$ cat src/hdl/oiuf_ram.sv
// oiuf_ram: generic single-write, single-read memory with registered read
// read returns the old contents when the same address is written
// no dependencies
`default_nettype none

module oiuf_ram #(
    parameter int WIDTH = 8,
    parameter int DEPTH = 16,
    localparam int AW = (DEPTH > 1) ? $clog2(DEPTH) : 1
) (
    input  wire logic             clk,
    input  wire logic             we,
    input  wire logic [AW-1:0]    waddr,
    input  wire logic [WIDTH-1:0] wdata,
    input  wire logic [AW-1:0]    raddr,
    output logic      [WIDTH-1:0] rdata
);

    logic [WIDTH-1:0] mem [DEPTH];

    // write port and registered read port
    always_ff @(posedge clk)
    begin
        if (we)
        begin
            mem[waddr] <= wdata;
        end
        rdata <= mem[raddr];
    end

endmodule

`default_nettype wire
$ cat config.mk
export PLATFORM = sky130hd
export DESIGN_NAME = oiuf_ram
export DESIGN_NICKNAME = d
export VERILOG_FILES = /design/src/hdl/oiuf_ram.sv
export SDC_FILE = /design/constraint.sdc
export NUM_CORES = 1
export LEC_CHECK = 0
export BUFFER_PORTS_ARGS = -buffer_cell sky130_fd_sc_hd__clkbuf_2
export CORE_ASPECT_RATIO = 1.2
export CORE_MARGIN = 2
export CORE_UTILIZATION = 55
export CTS_CLUSTER_DIAMETER = 30
export CTS_CLUSTER_SIZE = 40
export DETAILED_ROUTE_END_ITERATION = 10
export PLACE_DENSITY = 0.73
export SLEW_MARGIN = 0
export SYNTH_ARGS = -nofsm -noshare
export SYNTH_HDL_FRONTEND = slang
export SYNTH_SLANG_ARGS = --single-unit
$ cat constraint.sdc
create_clock -name clk -period 2.8 [get_ports clk]
set_input_delay 0.84 -clock clk [delete_from_list [all_inputs] [get_ports clk]]
set_output_delay 0.84 -clock clk [all_outputs]
set_load 0.01 [all_outputs]
==> impl_metrics.ini, run 1 <==
[pwr]
power_density_nw_per_um2 = 768
total_power_mw = 4.69
ir_drop_mv = 0.490
leakage_nw = 2.11

[drt]
drc_errors = 0
viasPerCell = 5.88
drtIter0Drc = 232
num_vias = 2440
drtPass1Iterations = 4
ant_nets = 0
wl_um = 9200
wire_per_inst_um = 22.2

[sta]
finalSetupTns_ns = 0
min_period_ns = 1.87
fin_hold_ws_ns = 0.659
max-slew-margin-rel_pct = 51.4
post-route-period-util_pct = 66.6
grt_setup_unrepaired = no
tightest_slew_ns = 0.727
skew_ns = 0.00610
maxSlewViolCount = 0
fmax_mhz = 536
hold_viol = 0
setup_viol = 0

[setup_path]
crit_required_ns = 1.96
cp_slowest_cell = dfxtp_1
endpoint_kind = output pin
timing.critical_path.buf_inv = 1
cp_top_family = flip-flops
worstSetupPathType = flip-flop to output pin
cp-start-kind = flip-flop
arrival_ns = 1.03
crit_chain = clkbuf_2
cpPeakStageDelay_ns = 0.36
crit_path_max_fanout = 1

[synth]
synth_nets = 247
yosysWarningCount = 0
synth_area_um2 = 5150
syn-instance-count = 229
synth.avg_cell_area_um2 = 22.5
ys_ff_latch = 136
ys_seq_area_share_pct = 77.8
synth_cell_types = 19

[cells_and_area]
fillers = 579
area_growth_pct = 18.6
drive_gt1_share_pct = 31.9
layout.nets = 301
seqCellArea_um2 = 4000
antennaDiodeCount = 0
layout_commonest_cell = edfxtp_1
fin_area_um2 = 6110
fin_util_pct = 67.2
multi_input_area_um2 = 1060
mostFrequentLayoutCells = 128 x edfxtp_1, 25 x clkbuf_2, 18 x mux4_2, 18 x buf_4

[die]
pin_count = 26
start_util_pct = 56.7
core_area_um2 = 9080
die_area_um2 = 10200
fp.dieH_um = 110
std_cell_rows = 38
die_w_um = 92.3

[grt]
grt_remaining_overflow = 0
grt_max_degree = 33
track_usage_pct = 20.3
grt_antenna_before_repair = 0
grt_pass1_vias = 2483
grt_pass1_wl_um = 14000

[placed_design]
portBuffers = 25
post_dp_cell_area_um2 = 5510
dp_hpwl_um = 5870
gp_congestion = 0.780

[clock_network]
cts_hold_buf = 0
cts_tree = done
cts_resized = 0
htreeDepth = 4
cts_setup_buffers = 0
clockBufferDepth = 2
numCtsBuffers = 17
clk_latency_ns = 0.52
clock-sinks = 136
clockRootBuffer = clkbuf_8
clkTransAtPathRegs_ns = 0.06

[job]
cap_violations = 0

[outcome]
status = complete, no violations

[min_path]
hp-class = flip-flop to flip-flop
[cell families (layout without fill, tap and decap cells)]
group	after synthesis	count (layout)	synth area share (%)
flip-flops	136	136	77.8
AO/OA/AOI/OAI	16	16	2.33
multiplexers	32	32	15.0
buffers and inverters	10	76	1.68
AND/OR/NAND/NOR	35	35	3.18
[sequential cells by signal, indices dropped and copies added, names as in the netlist]
register / flops
mem: 128
rdata: 8
[cell type report]
class / instances / area share (%)
clock buffer: 22 / 7.74
clock inverter: 9 / 2.01
multi-input combinational: 83 / 17.3
sequential: 136 / 65.6
tap: 120 / 2.46
timing repair buffer: 45 / 4.92
[layer usage]
layer  vias to the layer above  wire, um  track usage (%)
li1                       1086         -                -
met1                      1260      3750             24.9
met2                        84      4830             33.9
met3                        10       497             5.30
met4                         0       116             10.2
met5                         -         0                0
[power by group]
group / internal [mW] / switching [mW] / leakage (nW)
clock: 1.44 / 0.755 / 0.296
sequential: 2.28 / 0.0130 / 1.22
combinational: 0.0912 / 0.119 / 0.590
total: 3.81 / 0.887 / 2.11
[worst paths after layout]
| check | from | endpoint | slack (ns) | cells after the start |
|---|---|---|---|---|
| hold reg to reg | mem[12][2] | rdata[2] | 0.66 | 3 |
| setup / recovery | rdata[7] | rdata[7] | 0.93 | 1 |
| setup reg to reg | mem[1][2] | rdata[2] | 1.41 | 3 |
| hold / removal | mem[12][2] | rdata[2] | 0.66 | 3 |
[through the flow]
step | cells | setup WS, ns
after floorplan | 229 | 0.467
after global placement | 384 | 0.481
after detailed placement | 384 | 0.482
after CTS | 415 | 0.892
after global routing | 415 | 0.896
final | 415 | 0.935
[cell usage after synthesis]
| cell type | count | share of area, % |
|---|---|---|
| a22oi_1 | 16 | 2.3 |
| and2_1 | 1 | 0.12 |
| and2b_1 | 1 | 0.15 |
| buf_2 | 3 | 0.29 |
| buf_4 | 1 | 0.15 |
| buf_6 | 3 | 0.66 |
| clkdlybuf4s25_2 | 3 | 0.58 |
| dfxtp_1 | 8 | 3.1 |
| edfxtp_1 | 128 | 75 |
| mux4_1 | 14 | 7.1 |
| mux4_2 | 18 | 7.9 |
| nand2_1 | 9 | 0.66 |
| nand2b_1 | 2 | 0.24 |
| nand3_1 | 1 | 0.097 |
| nand3b_1 | 2 | 0.29 |
| nor2_1 | 13 | 0.95 |
| nor2b_1 | 1 | 0.12 |
| nor3_1 | 4 | 0.39 |
| or3b_2 | 1 | 0.17 |
Power figures use the tool's default switching activity.
==> inputs of run 2 (changes only) <==
--- a/config.mk
+++ b/config.mk
@@ -5,6 +5,7 @@
 export SDC_FILE = /design/constraint.sdc
 export NUM_CORES = 1
 export LEC_CHECK = 0
+export ABC_AREA = 1
 export BUFFER_PORTS_ARGS = -buffer_cell sky130_fd_sc_hd__clkbuf_2
 export CORE_ASPECT_RATIO = 1.2
 export CORE_MARGIN = 2
@@ -12,7 +13,7 @@
 export CTS_CLUSTER_DIAMETER = 30
 export CTS_CLUSTER_SIZE = 40
 export DETAILED_ROUTE_END_ITERATION = 10
-export PLACE_DENSITY = 0.73
+export PLACE_DENSITY = 0.72
 export SLEW_MARGIN = 0
 export SYNTH_ARGS = -nofsm -noshare
 export SYNTH_HDL_FRONTEND = slang
==> constraint.sdc (replaced) <==
create_clock -name clk -period 1.9 [get_ports clk]
set_input_delay 0.57 -clock clk [delete_from_list [all_inputs] [get_ports clk]]
set_output_delay 0.57 -clock clk [all_outputs]
set_load 0.01 [all_outputs]
==> run 2 against run 1 <==
  * Die area grew 12%
  * Count of clock-buffer cells in the layout unchanged
  * Worst setup slack got worse by 0.56 ns
  * Sequential power rose by 48%
  * Sequential share of layout area down 5.5 points
  * Final cell count increased by 77%
  * Clock skew rose by 0.0011 ns
  * Utilization is 1.3 points lower
  * Critical path depth unchanged
  * Area after synthesis increased by 12%
  * Critical endpoint unchanged
==> impl_metrics.ini, run 2 <==
[drt]
drtIter0Drc = 330
wire_per_inst_um = 16.9
viasPerCell = 5.19
drtPass1Iterations = 5
ant_nets = 0
drc_errors = 0
wl_um = 12400
num_vias = 3817

[die]
pin_count = 26
start_util_pct = 57.0
die_w_um = 97.5
std_cell_rows = 40
core_area_um2 = 10100
die_area_um2 = 11300
fp.dieH_um = 116

[sta]
finalSetupTns_ns = 0
maxSlewViolCount = 0
tightest_slew_ns = 0.438
fmax_mhz = 655
setup_viol = 0
max-slew-margin-rel_pct = 70.8
hold_viol = 0
grt_setup_unrepaired = no
min_period_ns = 1.53
skew_ns = 0.00715
post-route-period-util_pct = 80.3

[grt]
grt_pass1_vias = 3839
grt_pass1_wl_um = 19800
grt_antenna_before_repair = 0
grt_max_degree = 44
grt_remaining_overflow = 0
track_usage_pct = 23.6

[setup_path]
reg2reg_to = rdata[7]
regToRegSetupSlack_ns = 0.88
crit_required_ns = 1.33
arrival_ns = 0.96
worstSetupPathType = flip-flop to output pin
reg2regPathDepth = 6
cp_slowest_cell = dfxtp_1
cpPeakStageDelay_ns = 0.38
timing.critical_path.buf_inv = 1
r2r-start = mem[3][7]
crit_chain = clkbuf_2
endpoint_kind = output pin
crit_path_max_fanout = 1
cp-start-kind = flip-flop
cp_top_family = flip-flops

[pwr]
leakage_nw = 2.94
power_density_nw_per_um2 = 1030
ir_drop_mv = 0.859

[clock_network]
numCtsBuffers = 17
clock-sinks = 136
cts_hold_buf = 0
cts_resized = 0
cts_tree = done
clkTransAtPathRegs_ns = 0.05
htreeDepth = 4
cts_setup_buffers = 0
clockBufferDepth = 2
clk_latency_ns = 0.41
clockRootBuffer = clkbuf_16

[cells_and_area]
layout.nets = 615
mostFrequentLayoutCells = 173 x nand2_1, 128 x edfxtp_1, 100 x inv_1
antennaDiodeCount = 0
seqCellArea_um2 = 4000
fillers = 770
largest_reg_flops = 128
fin_util_pct = 66.0
largest_register = mem
layout_commonest_cell = nand2_1
area_growth_pct = 15.7
drive_gt1_share_pct = 13.6
top_regs = mem: 128 flops, rdata: 8 flops
multi_input_area_um2 = 1210

[synth]
ys.flop_type = edfxtp_1
ys_seq_area_share_pct = 69.4
async_reset_ff_share_pct = 0
syn-instance-count = 551
synth_nets = 569
synth_edf_count = 128
synth.avg_cell_area_um2 = 10.5
ys_ff_latch = 136
netlist_top_cells_area = edfxtp_1 67%, nand2_1 11%, nand3_1 8.4%
yosysTopAreaCell = edfxtp_1
synth_cell_types = 12
yosysWarningCount = 0
synth_area_um2 = 5770
ys_top_cells_by_count = 173 x nand2_1, 128 x edfxtp_1, 100 x inv_1
synth_top_area_share_pct = 66.7
synth_most_common_cell = nand2_1

[min_path]
hp-class = primary input to flip-flop
holdPathEnd = rdata[2]
min_path_cells = 4
min_from = raddr[2]

[placed_design]
portBuffers = 25
dp_hpwl_um = 8010
gp_congestion = 0.824

[outcome]
status = complete, no violations

[job]
cap_violations = 0
-- run 2: changes by cell type after synthesis, moves of 4 or more --
| cell | delta |
|---|---|
| nor2_1 | +4 |
| a22oi_1 | -16 |
| nand3_1 | +96 |
| mux4_2 | -18 |
| mux4_1 | -14 |
| nor3_1 | -4 |
| nand2_1 | +164 |
| inv_1 | +100 |
| buf_2 | +10 |
-- run 2: area by class of cell --
type / count / area share, %
Sequential cell: 136 / 60.0
Clock buffer: 22 / 7.11
Inverter: 102 / 5.74
Clock inverter: 10 / 1.41
Timing Repair Buffer: 51 / 5.18
Multi-Input combinational cell: 289 / 18.2
Tap cell: 126 / 2.36
-- run 2: worst max-delay path by stage --
stage	start	slack, ns	to	cells after the start
global placement	raddr[0]	0.25	rdata[7]	7
CTS	rdata[7]	0.36	rdata[7]	1
detailed placement	raddr[0]	0.24	rdata[7]	7
floorplan	waddr[2]	0.38	mem[10][0]	2
finish	rdata[7]	0.37	rdata[7]	1
global route	rdata[0]	0.36	rdata[0]	1
-- run 2: cells by family (layout without fill, tap and decap cells) --
logic type / after synthesis / count (layout) / share of synthesized area (%)
flops: 136 / 136 / 69.4
buf+inv: 126 / 185 / 9.52
simple gates: 289 / 289 / 21.0
-- run 2: metrics by stage --
stage	std cells	hold slack, ns	worst slack [ns]	cell area [um^2]	power (mW)
floorplan	551	0.607	0.379	5770	3.68
global placement	704	0.639	0.252	6100	3.85
detailed placement	704	0.659	0.235	6100	3.86
CTS	736	0.587	0.356	6670	6.90
global route	736	0.614	0.362	6670	7.08
finish	736	0.597	0.374	6670	6.86
-- run 2: power breakdown --
part / total (mW) / leakage, nW / switching, mW / internal (mW)
combinational: 0.417 / 1.44 / 0.288 / 0.128
sequential: 3.38 / 1.22 / 0.0258 / 3.36
clock: 3.06 / 0.273 / 1.16 / 1.90
-- run 2: layer usage --
metal,vias to the layer above,share of wire (%),track usage [%]
met5,-,0,0
met4,0,3.9,12.5
met3,30,5.3,5.80
met2,143,50,40.2
met1,1777,41,28.2
li1,1867,-,-
==> inputs of run 3 (changes only) <==
==> constraint.sdc (replaced) <==
create_clock -name clk -period 1.5 [get_ports clk]
set_input_delay 0.45 -clock clk [delete_from_list [all_inputs] [get_ports clk]]
set_output_delay 0.45 -clock clk [all_outputs]
set_load 0.01 [all_outputs]
==> run 3 against run 2 <==
  * Die area stayed put
  * Sequential power grew 27%
  * Sequential share of layout area is 1.3 points lower
  * First-iteration DRC count grew 0.30%
  * Non-clock buffer count up 6
  * Utilization increased by 1.4 points
  * Critical path depth unchanged
  * Global-route usage increased by 0.71 points
  * Critical path type unchanged
  * Critical endpoint is now rdata[1]
  * Largest cell class unchanged
==> impl_metrics.ini, run 3 (synthesized netlist as in run 2, its figures left out) <==
[clock_network]
cts_hold_buf = 0
clockRootBuffer = clkbuf_16
htreeDepth = 4
clockBufferDepth = 2
clkTransAtPathRegs_ns = 0.06
cts_resized = 0
clk_latency_ns = 0.41
cts_tree = done
cts_setup_buffers = 0
clock-sinks = 136
numCtsBuffers = 17

[sta]
fin_ws_ns = 0.109
hold_viol = 0
grt_setup_unrepaired = no
max-slew-margin-rel_pct = 70.8
tightest_slew_ns = 0.437
fin_hold_ws_ns = 0.489
post-route-period-util_pct = 92.7
min_period_ns = 1.39
maxSlewViolCount = 0
fmax_mhz = 719
setup_viol = 0
skew_ns = 0.00809

[setup_path]
timing.critical_path.buf_inv = 1
crit_chain = clkbuf_2
cp_slowest_cell = dfxtp_1
crit_required_ns = 1.05
crit_path_max_fanout = 1
arrival_ns = 0.94
cp-start-kind = flip-flop
worstSetupPathType = flip-flop to output pin
reg2regPathDepth = 6
cpPeakStageDelay_ns = 0.37
crit_cells = 1
endpoint_kind = output pin
cp_top_family = flip-flops

[cells_and_area]
largest_reg_flops = 128
largest_register = mem
multi_input_area_um2 = 1210
final_cells = 742
fin_util_pct = 67.4
area_growth_pct = 18.2
top_regs = mem: 128 flops, rdata: 8 flops
layout.nets = 621
fillers = 749
seqCellArea_um2 = 4000
drive_gt1_share_pct = 14.6
antennaDiodeCount = 0
mostFrequentLayoutCells = 173 x nand2_1, 128 x edfxtp_1, 100 x inv_1
layout_commonest_cell = nand2_1

[placed_design]
portBuffers = 25
dp_hpwl_um = 8130
dp_slack_ns = -0.0698
placedCellCount = 710
gp_congestion = 0.788

[drt]
wl_um = 12800
drt-met1-wl_um = 4970
drtIter0Drc = 331
drc_errors = 0
num_vias = 3933
wire_per_inst_um = 17.3
drtPass1Iterations = 5
ant_nets = 0
viasPerCell = 5.30
highest_layer = met4
wl_met2_um = 6430
wl_met3_um = 839

[pwr]
power_density_nw_per_um2 = 1330
power_frac_clock_pct = 46.7
total_power_mw = 9.08
internal-power_mw = 7.18
net-switching-power_mw = 1.91
leakage_nw = 3.00
p_sw_share_pct = 21.0
ir_drop_mv = 0.855
seqPwrFrac_pct = 47.1
pwr-share-comb_pct = 6.2

[grt]
grt_remaining_overflow = 0
grt_antenna_before_repair = 0
track_usage_pct = 24.3
grt_pass1_vias = 3890
grt_max_degree = 33
grt_pass1_wl_um = 20200

[die]
std_cell_rows = 40
pin_count = 26
die_w_um = 97.5
core_area_um2 = 10100
fp.dieH_um = 116
start_util_pct = 57.0
die_area_um2 = 11300

[min_path]
min_path_cells = 4
hp-class = primary input to flip-flop

[job]
cap_violations = 0

[outcome]
status = complete, no violations
-- run 3: cell count changes in the layout (fill, tap and decap cells not counted), sizes merged --
cell,before,now
clkinv,4,3
clkinvlp,3,5
buf,26,32
inv,104,102
bufinv,1,3
clkbuf,47,46
-- run 3: metrics by stage --
step           TNS (ns)  instance area [um^2]
2_1_floorplan         0                  5770
3_3_place_gp    -0.0134                  6200
3_5_place_dp     -0.195                  6200
4_1_cts               0                  6820
5_1_grt               0                  6820
6_report              0                  6820
-- run 3: worst paths after layout --
check	start	to	slack, ns
worst max-delay path	rdata[1]	rdata[1]	0.11
worst min register to register	mem[10][3]	rdata[3]	0.69
worst max register to register	mem[5][2]	rdata[2]	0.49
worst min-delay path	raddr[3]	rdata[4]	0.49
-- run 3: worst min-delay path: cells and delay by family --
family	cells	cell delay [ns]
buf+inv	2	0.28
simple gates	2	0.14
-- run 3: layout make-up --
type,count,share of cell area (%)
flip-flops and latches,136,58.7
clock buffers,21,6.90
clock inverters,11,2.15
repair buffers,57,6.46
multi-input cells,289,17.8
well taps,126,2.31
inverters,102,5.62
-- run 3: power groups by stage --
stage	sequential, mW	combinational, mW	clock (mW)
after floorplan	4.36	0.300	0
after detailed placement	4.36	0.559	0
after global placement	4.36	0.543	0
after CTS	4.28	0.565	4.28
after global routing	4.28	0.621	4.48
final	4.28	0.564	4.24
-- run 3: per-layer routing --
layer	global-route usage [%]	up-vias
met2	40.2	176
met4	14.4	0
met5	0	-
li1	-	1882
met3	6.10	34
met1	29.4	1841
